## config.mk

```make
export PLATFORM = sky130hd
export DESIGN_NAME = imu_accel_to_gyro_resampler
export DESIGN_NICKNAME = d
export VERILOG_FILES = /design/src/rtl/iag_pkg.sv /design/src/rtl/imu_accel_to_gyro_resampler.sv /design/src/rtl/iag_div.sv
export SDC_FILE = /design/constraint.sdc
export NUM_CORES = 2
export LEC_CHECK = 0
export BUFFER_PORTS_ARGS = -buffer_cell sky130_fd_sc_hd__buf_2
export CAP_MARGIN = 20
export CORE_MARGIN = 1.5
export CORE_UTILIZATION = 29
export CTS_CLUSTER_DIAMETER = 30
export DETAILED_ROUTE_END_ITERATION = 10
export GPL_ROUTABILITY_DRIVEN = 0
export HOLD_SLACK_MARGIN = 0.06
export SYNTH_ARGS = -nofsm -noshare
export SYNTH_HDL_FRONTEND = slang
export SYNTH_HIERARCHICAL = 1
export SYNTH_SLANG_ARGS = --single-unit
```

## constraint.sdc

```tcl
create_clock -name clk -period 11 [get_ports clk]
set_input_delay 3.3 -clock clk [delete_from_list [all_inputs] [get_ports clk]]
set_output_delay 3.3 -clock clk [all_outputs]
set_load 0.01 [all_outputs]
```

## src/rtl/iag_pkg.sv

```systemverilog
// Shared types and constants for the accel-to-gyro resampler.
package iag_pkg;

	localparam int TIME_W = 48;
	localparam int AXIS_W = 32;
	localparam int NUM_AXES = 3;
	localparam int MAX_RESULTS = 16;
	localparam int QUEUE_DEPTH_DEF = 16;
	localparam int FRACTION_BITS_DEF = 16;

	localparam logic KIND_GYRO = 1'b0;
	localparam logic KIND_ACCEL = 1'b1;

	// One queued gyro sample
	typedef struct packed {
		logic [TIME_W-1:0] sample_time;
		logic [AXIS_W-1:0] gx;
		logic [AXIS_W-1:0] gy;
		logic [AXIS_W-1:0] gz;
	} gyro_entry_t;

endpackage

```

## src/rtl/imu_accel_to_gyro_resampler.sv

```systemverilog
// Top level of the accel-to-gyro resampler: gyro queue, sequencer, interpolation.
//
// Input channel (in_valid/in_ready): one request per sensor sample. kind selects
// gyro (queued, no result) or accel (becomes the newest accel sample and flushes
// the queue). Output channel (out_valid/out_ready): one request per flushed gyro
// sample with accel interpolated at its time; last_of_run marks the final one of
// a flush and gyro_dropped reports queue overflow since the previous flush.
// At most MAX_RESULTS gyro samples leave per accel sample; the rest wait.
// Each emitted result needs one queue read when accel is held; when it is
// interpolated, the queue read is followed by a serial divide of one quotient
// bit per cycle, then one shared multiplier used for the three axes in turn.
// Input is taken only while no flush is running. When the receiver stalls,
// the result is held and the flush waits.
// Reset empties the queue and forgets all accel samples; the queue memory
// itself is not cleared.
module imu_accel_to_gyro_resampler import iag_pkg::*; #(
	parameter int QUEUE_DEPTH = QUEUE_DEPTH_DEF,
	parameter int FRACTION_BITS = FRACTION_BITS_DEF
) (
	input  logic                     clk,
	input  logic                     arst_n,
	input  logic                     in_valid,
	output logic                     in_ready,
	input  logic                     kind,
	input  logic [TIME_W-1:0]        sample_time,
	input  logic signed [AXIS_W-1:0] axis_x,
	input  logic signed [AXIS_W-1:0] axis_y,
	input  logic signed [AXIS_W-1:0] axis_z,
	output logic                     out_valid,
	input  logic                     out_ready,
	output logic [TIME_W-1:0]        gyro_time,
	output logic signed [AXIS_W-1:0] gyro_x,
	output logic signed [AXIS_W-1:0] gyro_y,
	output logic signed [AXIS_W-1:0] gyro_z,
	output logic signed [AXIS_W-1:0] accel_x,
	output logic signed [AXIS_W-1:0] accel_y,
	output logic signed [AXIS_W-1:0] accel_z,
	output logic                     last_of_run,
	output logic                     gyro_dropped
);

	localparam int IDX_W = (QUEUE_DEPTH > 1) ? $clog2(QUEUE_DEPTH) : 1;
	localparam int CNT_W = $clog2(QUEUE_DEPTH + 1);
	localparam int SUM_W = CNT_W + 1;
	localparam int EMIT_W = $clog2(MAX_RESULTS);
	localparam int AX_W = $clog2(NUM_AXES);
	localparam int PROD_W = AXIS_W + FRACTION_BITS + 3;

	typedef enum logic [2:0] {
		S_IDLE,
		S_READ,
		S_CALC,
		S_DIV,
		S_MUL,
		S_ADD,
		S_OUT
	} state_t;

	state_t            state_q;
	logic [IDX_W-1:0]  head_q;
	logic [CNT_W-1:0]  count_q;
	logic [EMIT_W-1:0] emit_q;
	logic [AX_W-1:0]   axis_q;
	logic              drop_q;
	logic              accel_seen_q;
	logic              older_valid_q;

	gyro_entry_t       mem_q [QUEUE_DEPTH];
	gyro_entry_t       rd_q;
	gyro_entry_t       wr_entry;

	logic [TIME_W-1:0] newest_time_q;
	logic [TIME_W-1:0] older_time_q;
	logic [AXIS_W-1:0] newest_q [NUM_AXES];
	logic [AXIS_W-1:0] older_q [NUM_AXES];
	logic [AXIS_W-1:0] acc_q [NUM_AXES];
	logic signed [PROD_W-1:0] prod_s1;

	logic              in_acc;
	logic              out_acc;
	logic              queue_full;
	logic              wr_en;
	logic [SUM_W-1:0]  tail_sum;
	logic [SUM_W-1:0]  tail_wrap;
	logic [IDX_W-1:0]  tail_idx;
	logic [IDX_W-1:0]  head_next;
	logic              run_last;
	logic              use_newest;
	logic              use_interp;
	logic              div_start;
	logic              div_done;
	logic [FRACTION_BITS:0]   div_quot;
	logic [TIME_W-1:0]        div_n;
	logic [TIME_W-1:0]        div_m;
	logic signed [AXIS_W:0]   diff_axis;
	logic signed [FRACTION_BITS+1:0] fac;
	logic signed [PROD_W-1:0] half;
	logic signed [PROD_W-1:0] rnd_sum;
	logic signed [PROD_W-1:0] rnd_sh;
	logic [AXIS_W:0]          lerp;

	// Handshakes and queue pointers
	always_comb begin
		in_acc     = in_valid && in_ready;
		out_acc    = out_valid && out_ready;
		queue_full = count_q == CNT_W'(QUEUE_DEPTH);
		wr_en      = in_acc && (kind == KIND_GYRO) && !queue_full;
		tail_sum   = SUM_W'(head_q) + SUM_W'(count_q);
		tail_wrap  = (tail_sum >= SUM_W'(QUEUE_DEPTH)) ?
			tail_sum - SUM_W'(QUEUE_DEPTH) : tail_sum;
		tail_idx   = tail_wrap[IDX_W-1:0];
		head_next  = (head_q == IDX_W'(QUEUE_DEPTH - 1)) ? '0 : head_q + 1'b1;
		run_last   = (count_q == CNT_W'(1)) || (emit_q == EMIT_W'(MAX_RESULTS - 1));
		wr_entry   = '{sample_time: sample_time, gx: axis_x, gy: axis_y, gz: axis_z};
	end

	// Where the gyro time falls against the two accel samples
	always_comb begin
		use_newest = !older_valid_q || (rd_q.sample_time > newest_time_q);
		use_interp = !use_newest && (rd_q.sample_time > older_time_q);
		div_start  = (state_q == S_CALC) && use_interp;
		div_n      = rd_q.sample_time - older_time_q;
		div_m      = newest_time_q - older_time_q;
	end

	// Per-axis interpolation through one shared multiplier
	always_comb begin
		diff_axis = $signed({newest_q[axis_q][AXIS_W-1], newest_q[axis_q]}) -
			$signed({older_q[axis_q][AXIS_W-1], older_q[axis_q]});
		fac     = $signed({1'b0, div_quot});
		half    = {{(PROD_W - FRACTION_BITS){1'b0}}, 1'b1, {(FRACTION_BITS - 1){1'b0}}};
		rnd_sum = prod_s1 + half;
		rnd_sh  = rnd_sum >>> FRACTION_BITS;
		lerp    = rnd_sh[AXIS_W:0] + {older_q[axis_q][AXIS_W-1], older_q[axis_q]};
	end

	iag_div #(
		.FRACTION_BITS(FRACTION_BITS)
	) u_div (
		.clk(clk),
		.arst_n(arst_n),
		.start(div_start),
		.dividend(div_n),
		.divisor(div_m),
		.done(div_done),
		.quotient(div_quot)
	);

	// Gyro queue memory
	always_ff @(posedge clk) begin
		if (wr_en) begin
			mem_q[tail_idx] <= wr_entry;
		end
		if (state_q == S_READ) begin
			rd_q <= mem_q[head_q];
		end
	end

	// Sequencer and queue bookkeeping
	always_ff @(posedge clk or negedge arst_n) begin
		if (!arst_n) begin
			state_q       <= S_IDLE;
			head_q        <= '0;
			count_q       <= '0;
			emit_q        <= '0;
			axis_q        <= '0;
			drop_q        <= 1'b0;
			accel_seen_q  <= 1'b0;
			older_valid_q <= 1'b0;
		end else begin
			case (state_q)
				S_IDLE: begin
					if (in_acc) begin
						if (kind == KIND_GYRO) begin
							if (queue_full) begin
								drop_q <= 1'b1;
							end else begin
								count_q <= count_q + 1'b1;
							end
						end else begin
							older_valid_q <= accel_seen_q;
							accel_seen_q  <= 1'b1;
							emit_q        <= '0;
							if (count_q != '0) begin
								state_q <= S_READ;
							end
						end
					end
				end
				S_READ: begin
					state_q <= S_CALC;
				end
				S_CALC: begin
					axis_q  <= '0;
					state_q <= use_interp ? S_DIV : S_OUT;
				end
				S_DIV: begin
					if (div_done) begin
						state_q <= S_MUL;
					end
				end
				S_MUL: begin
					state_q <= S_ADD;
				end
				S_ADD: begin
					if (axis_q == AX_W'(NUM_AXES - 1)) begin
						state_q <= S_OUT;
					end else begin
						axis_q  <= axis_q + 1'b1;
						state_q <= S_MUL;
					end
				end
				S_OUT: begin
					if (out_acc) begin
						head_q  <= head_next;
						count_q <= count_q - 1'b1;
						if (run_last) begin
							drop_q  <= 1'b0;
							state_q <= S_IDLE;
						end else begin
							emit_q  <= emit_q + 1'b1;
							state_q <= S_READ;
						end
					end
				end
				default: begin
					state_q <= S_IDLE;
				end
			endcase
		end
	end

	// Accel samples, product and result data
	always_ff @(posedge clk) begin
		if (in_acc && (kind == KIND_ACCEL)) begin
			older_time_q  <= newest_time_q;
			newest_time_q <= sample_time;
			for (int i = 0; i < NUM_AXES; i++) begin
				older_q[i] <= newest_q[i];
			end
			newest_q[0] <= axis_x;
			newest_q[1] <= axis_y;
			newest_q[2] <= axis_z;
		end
		if ((state_q == S_CALC) && !use_interp) begin
			for (int i = 0; i < NUM_AXES; i++) begin
				acc_q[i] <= use_newest ? newest_q[i] : older_q[i];
			end
		end
		if (state_q == S_MUL) begin
			prod_s1 <= PROD_W'(diff_axis) * PROD_W'(fac);
		end
		if (state_q == S_ADD) begin
			acc_q[axis_q] <= lerp[AXIS_W-1:0];
		end
	end

	assign in_ready     = state_q == S_IDLE;
	assign out_valid    = state_q == S_OUT;
	assign gyro_time    = rd_q.sample_time;
	assign gyro_x       = rd_q.gx;
	assign gyro_y       = rd_q.gy;
	assign gyro_z       = rd_q.gz;
	assign accel_x      = acc_q[0];
	assign accel_y      = acc_q[1];
	assign accel_z      = acc_q[2];
	assign last_of_run  = run_last;
	assign gyro_dropped = drop_q;

	// Queue never holds more than its depth
	a_count_bound: assert property (@(posedge clk) disable iff (!arst_n)
		count_q <= CNT_W'(QUEUE_DEPTH))
		else $error("queue count beyond depth");

	// A result is only shown while the queue still holds its sample
	a_out_nonempty: assert property (@(posedge clk) disable iff (!arst_n)
		out_valid |-> (count_q != '0))
		else $error("result shown with empty queue");

	// The final result of a flush returns the block to taking input
	a_last_idle: assert property (@(posedge clk) disable iff (!arst_n)
		(out_valid && out_ready && last_of_run) |=> in_ready)
		else $error("flush did not end after last result");

	// A gyro sample offered to a full queue raises the drop flag
	a_drop_set: assert property (@(posedge clk) disable iff (!arst_n)
		(in_valid && in_ready && (kind == KIND_GYRO) && queue_full) |=> drop_q)
		else $error("overflow not flagged");

	// Divider completion moves on to the multiply
	a_div_mul: assert property (@(posedge clk) disable iff (!arst_n)
		((state_q == S_DIV) && div_done) |=> (state_q == S_MUL))
		else $error("divider result not consumed");

endmodule

```

## src/rtl/iag_div.sv

```systemverilog
// Serial restoring divider: floor(n * 2^FRACTION_BITS / m) for 0 < n <= m.
module iag_div import iag_pkg::*; #(
	parameter int FRACTION_BITS = FRACTION_BITS_DEF
) (
	input  logic                     clk,
	input  logic                     arst_n,
	input  logic                     start,
	input  logic [TIME_W-1:0]        dividend,
	input  logic [TIME_W-1:0]        divisor,
	output logic                     done,
	output logic [FRACTION_BITS:0]   quotient
);

	localparam int Q_W = FRACTION_BITS + 1;
	localparam int CNT_W = $clog2(Q_W + 1);

	logic              busy_q;
	logic              done_q;
	logic [CNT_W-1:0]  cnt_q;
	logic [TIME_W:0]   rem_q;
	logic [TIME_W-1:0] dsr_q;
	logic [Q_W-1:0]    quo_q;
	logic [TIME_W:0]   trial;
	logic [TIME_W:0]   diff;
	logic              ge;

	// First step compares the plain remainder, later steps the doubled one
	always_comb begin
		trial = (cnt_q == '0) ? rem_q : {rem_q[TIME_W-1:0], 1'b0};
		ge    = trial >= {1'b0, dsr_q};
		diff  = trial - {1'b0, dsr_q};
	end

	// Step counter and completion pulse
	always_ff @(posedge clk or negedge arst_n) begin
		if (!arst_n) begin
			busy_q <= 1'b0;
			done_q <= 1'b0;
			cnt_q  <= '0;
		end else begin
			done_q <= 1'b0;
			if (start) begin
				busy_q <= 1'b1;
				cnt_q  <= '0;
			end else if (busy_q) begin
				cnt_q <= cnt_q + 1'b1;
				if (cnt_q == CNT_W'(Q_W - 1)) begin
					busy_q <= 1'b0;
					done_q <= 1'b1;
				end
			end
		end
	end

	// Remainder and quotient, one bit per cycle
	always_ff @(posedge clk) begin
		if (start) begin
			rem_q <= {1'b0, dividend};
			dsr_q <= divisor;
		end else if (busy_q) begin
			rem_q <= ge ? diff : trial;
			quo_q <= {quo_q[Q_W-2:0], ge};
		end
	end

	assign done = done_q;
	assign quotient = quo_q;

endmodule

```

After elaboration in Yosys (flattened, before gate mapping)
Memories as Yosys holds them, arrays and structs flattened. A register that Yosys moved wholly into a read port is not among the register bits.
Cells that the tools add are included.
- bits in registers: 286
- RAM bits: 2592
- input port bits: 149
- output and inout bits: 244
- logic and storage cells: 150
- memories: 4
- add/subtract/negate cells: 14
- $mul: 1
- magnitude comparators: 4
- eq/ne operators: 23
- multiplexer cells: 55
- bitwise gates (word level): 2
- reduce and logical (&&, ||, !) cells: 29
- memories (memory ; depth ; bits a word ; read ports ; clocked after Yosys merged registers in ; write ports ; RTL line ; RTL):
    mem_q ; 16 ; 144 ; 1 ; 1 ; 1 ; imu_accel_to_gyro_resampler.sv:68 ; gyro_entry_t mem_q [QUEUE_DEPTH];
    acc_q ; 3 ; 32 ; 3 ; 0 ; 3 ; imu_accel_to_gyro_resampler.sv:76 ; logic [AXIS_W-1:0] acc_q [NUM_AXES];
    newest_q ; 3 ; 32 ; 4 ; 0 ; 3 ; imu_accel_to_gyro_resampler.sv:74 ; logic [AXIS_W-1:0] newest_q [NUM_AXES];
    older_q ; 3 ; 32 ; 4 ; 0 ; 3 ; imu_accel_to_gyro_resampler.sv:75 ; logic [AXIS_W-1:0] older_q [NUM_AXES];
- operators by type and width (operator ; number):
    $mux W32 ; 4
    $mux W49 ; 2
    $gt A48 B48 Y1 ; 2
    $mux W48 ; 2
    $sub A48 B48 Y48 ; 2
    $ge A49 B48 Y1 ; 1
    $sub A49 B48 Y49 ; 1
    $add A48 B17 Y48 const B ; 1
    $mul A33 B18 Y48 ; 1
    $sub A32 B32 Y33 ; 1
    $add A32 B32 Y32 ; 1
    $reduce_or A32 Y1 ; 1
    $mux W5 ; 6
    $mux W4 ; 6
    $mux W1 ; 21
    $pmux W3 S7 ; 1
    $mux W3 ; 6
    $reduce_and A5 Y1 ; 3
    $ne A2 B1 Y1 const B ; 7
    $add A5 B1 Y5 const B ; 2
    $eq A5 B5 Y1 const B ; 2
    $pmux W5 S2 ; 1
    $eq A3 B3 Y1 const B ; 3
    $add A4 B1 Y4 const B ; 2
    26 further kinds ; 49

Depth between registers and ports, before layout
- depth in word-level cells: 9
- depth in mapped cells: 42
- depth with buffers taken out: 39

By module
Netlist, hierarchy kept.
- by module, submodules not included (module ; instances ; cells each ; area each (um^2) ; seq. area each (um^2)):
    imu_accel_to_gyro_resampler ; 1 ; 7996 ; 136150.6 ; 86558.0
    iag_div ; 1 ; 821 ; 8431.8 ; 3588.4

Worst setup path before layout
No wires, ideal clock.
- path kind: input port to flip-flop
- start: input port kind
- end: register older_valid_q
- setup time: 0.101 ns
- arrival time: 10.950 ns
- required time: 10.899 ns
- path slack: -0.051 ns
- cell stages on the path: 2
- path buffers: 0
- path through: and3_1 -> mux2_2
- longest elaborated chain between the ends: 1
- RTL lines (element ; RTL line ; RTL):
    start: declaration ; imu_accel_to_gyro_resampler.sv:24 ; input logic kind,
    $reduce_and A3 Y1 (no source line) ; -- ;
    end signal: assignment ; imu_accel_to_gyro_resampler.sv:181 ; older_valid_q <= accel_seen_q;
    end: declaration ; imu_accel_to_gyro_resampler.sv:66 ; logic older_valid_q;
No other way between the ends.
A chain may end at the register's enable or synchronous reset.

Worst setup path after layout
- start: register axis_q[0]
- end: register prod_s1[46] (data pin)
- longest elaborated chain between the ends: 3
- elaborated cells on any way between the ends: 4
- classes of those cells: 1 x add/sub; 1 x mul; 2 x memory
- RTL lines (element ; RTL line ; RTL):
    start: declaration ; imu_accel_to_gyro_resampler.sv:63 ; logic [AX_W-1:0] axis_q;
    start signal: assignment ; imu_accel_to_gyro_resampler.sv:209 ; axis_q <= axis_q + 1'b1;
    $mem_v2 Z3 W32, on equally long branches ; -- ;
    $sub A32 B32 Y33 * ; imu_accel_to_gyro_resampler.sv:128 ; diff_axis = $signed({newest_q[axis_q][AXIS_W-1], newest_q[axis_q]}) -
    $mul A33 B18 Y48 * ; imu_accel_to_gyro_resampler.sv:251 ; prod_s1 <= PROD_W'(diff_axis) * PROD_W'(fac);
    end signal: assignment ; imu_accel_to_gyro_resampler.sv:251 ;
    end: declaration ; imu_accel_to_gyro_resampler.sv:77 ; logic signed [PROD_W-1:0] prod_s1;
Every way passes the cells marked *; elsewhere a longest branch is shown, timed or not.

==> metrics.yaml <==
status: "finished with violations"
violations: "design-rule violations"
nets: 10520
h-tree-depth: 5
area_delta_synth_final_pct: 17.99
grt_pass1_wl_mm: 596.1
tns_ps: 0
clkLatencyLatePin_ps: 1000
crit_path_end: "prod_s1[46]"
ant_nets: 0
reg2reg_from: "axis_q[0]"
hold_buffers: 0
critPathMaxStageDelay_ps: 640
final_cell_mix: "edfxtp_1 (2,978), inv_1 (883), mux4_2 (720), nand2_1 (545), fa_1 (520)"
pin_count: 393
totalWireLength_mm: 418.9
cts_tree: "yes"
yosysUniqueCellTypes: 85
synth_nets: 9865
path_max_fanout: 21
fin_crit_ps: 10430
tightest_slew_ps: 1143
grt_overflow: 0
cp.arrival_ps: 11100
drc: 14
layout-drive-gt1-share_pct: 22.65
core-area_um2: 497100
final_common_cell: "edfxtp_1"
setup_viol: 0
cpMostUsedCell: "fa_1"
syn_inst: 8817
hold_depth: 0
rr_endpoint: "prod_s1[46]"
worst_path_max_delay_cell: "dfrtp_4"
drt-initial-drc-count: 7567
async_flop_share_pct: 0.9312
wl_per_cell_um: 25.35
rrSetupSlack_ps: 570
hp-class: "reg2reg"
maxCapViolCount: 0
skew_ps: 105.3
ff2ff_path_depth: 37
die_w_um: 709.1
cts-root-buf: "clkbuf_16"
startpoint: "axis_q[0]"
die_area_um2: 502800
path_clk_slew_ps: 50
end_kind: "flop"
start_util_pct: 29.08
grt_usage_pct: 16.33
vias_per_cell: 4.878
ys_ff_latch: 3007
rsz0062_at_grt: "false"
ys_warn_count: 6
timing.fmax_mhz: 95.88
firstDrtPassIters: 11
grt_max_degree: 122
place_ws_ps: 525.2
avgSynthCellArea_um2: 16.40
critical_path_required_ps: 11670
synthesis.area_um2: 144600
cp-start-kind: "flop"
hpwl_mm: 274.3
setup_slack_ps: 570.0
synth_top_area_share_pct: 61.85
io_buffers: 392
drv_slew: 0
finalHoldViolations: 0
cts_made_buffers: 441
fill_cells: 47370
clockBufferDepth: 4
relSlewSlack_pct: 23.77
synth_edf_count: 2978
grt_pass1_vias: 82040
min_period_over_period_pct: 94.82
vias: 80610
ys_seq_area_share_pct: 62.35
worstSetupPathType: "reg2reg"
synth_top_cell_by_area: "edfxtp_1"
antenna_found_initial: 79
die_h_um: 709.1
rows: 259
clkSinkCount: 3007
yosys-top-cells-area: "edfxtp_1 (62%), mux4_2 (11%), fa_1 (7.2%)"
ys.flop_type: "edfxtp_1"
## flip-flops by register name, indices dropped and copies added, names as in the netlist, 2 cells and up
name	cells
acc_q	96
axis_q	2
count_q	5
emit_q	4
gyro_time	48
gyro_x	32
gyro_y	32
gyro_z	32
head_q	4
mem_q	2304
newest_q	96
newest_time_q	48
older_q	96
older_time_q	48
prod_s1	33
state_q	3
u_div/cnt_q	5
u_div/dsr_q	48
u_div/quotient	17
u_div/rem_q	49
## routing by layer
metal  routed length (µm)  global-route usage (%)  vias to the layer above
met1               171500                   21.14                    42530
met4                14560                   5.397                       32
met3                25890                   2.728                      657
li1                     -                       -                    34540
met2               206700                   27.82                     2853
met5                  183                       0                        -
## stage by stage
stage                     instance area, µm²  util [%]  instances  hold slack, ps
after floorplan                       144600         -       8817           433.4
after global placement                155200     31.21      15670           433.1
after detailed placement              155300     31.24      15680           435.0
after CTS                             170500     34.29      16490           447.1
after global routing                  170500     34.30      16500           463.4
final                                 170600     34.32      16530           444.3
## kinds of logic (layout without fill, tap and decap cells)
logic type,after synthesis,in the layout,share of synthesized area [%]
and+or+nand+nor,1424,1424,4.812
adders and majority gates,899,899,10.48
AOI/OAI and AO/OA,973,973,4.222
other,0,36,0
muxes,996,996,13.22
xor gates and xnor gates,273,273,1.654
buffers and inverters,1245,2263,3.261
DFF,3007,3007,62.35
## cells in the mapped netlist, types with 8 or more instances
cell,n
or3_1,11
ha_1,379
buf_1,43
mux2_2,111
mux4_2,720
a31oi_1,28
and4_1,10
nor3b_1,12
o21a_1,71
nor3_1,40
a21boi_0,13
a21o_1,152
o211ai_1,11
and2_1,260
o21bai_1,29
clkbuf_1,299
a211oi_1,22
mux2i_1,165
buf_2,15
nand2b_1,46
nand3b_1,9
fa_1,520
and3_1,31
xnor2_1,182
inv_1,883
edfxtp_1,2978
nand3_1,81
nor2b_1,72
nand2_1,548
a221o_1,14
nor2_1,219
or2_2,9
xor2_1,91
o31ai_1,8
o21ai_0,233
a21oi_1,310
dfrtp_1,28
nand4_1,44
## repair_timing
item                                    4_1_cts  5_1_grt
endpoints found under the setup margin        0        4
setup buffers                                 0        0
resized for setup                             0        3
## worst max-delay path: cells and delay by family (launching register included)
kind                       cells  cell delay (ps)
muxes                          1              200
adders and majority gates      8             3660
DFF                            1              640
buffers and inverters          5              540
AOI/OAI and AO/OA             13             2940
xor gates and xnor gates       2              310
and+or+nand+nor                8             1860
## cell type report
cell class                 instances  area (µm²)  area share, %
sequential                      3007       90170          52.86
multi-input combinational       4565       49940          29.28
clock buffer                     471       11210          6.573
tap                             6655        8327          4.881
clock inverter                   339        3933          2.305
timing repair buffer             569        3597          2.109
inverter                         884        3318          1.945
antenna                           36       90.09        0.05281
## worst min-delay path by stage
stage | start | end | slack [ps]
2_1_floorplan | accel_seen_q | accel_seen_q | 430
3_3_place_gp | u_div/quotient[8] | u_div/quotient[9] | 430
3_5_place_dp | u_div/quotient[8] | u_div/quotient[9] | 440
4_1_cts | u_div/quotient[8] | u_div/quotient[9] | 450
5_1_grt | u_div/quotient[8] | u_div/quotient[9] | 460
6_report | u_div/quotient[8] | u_div/quotient[9] | 440
Power is not shown: default switching activity piles up to over one toggle a cycle in this logic, so the estimate is an artifact.
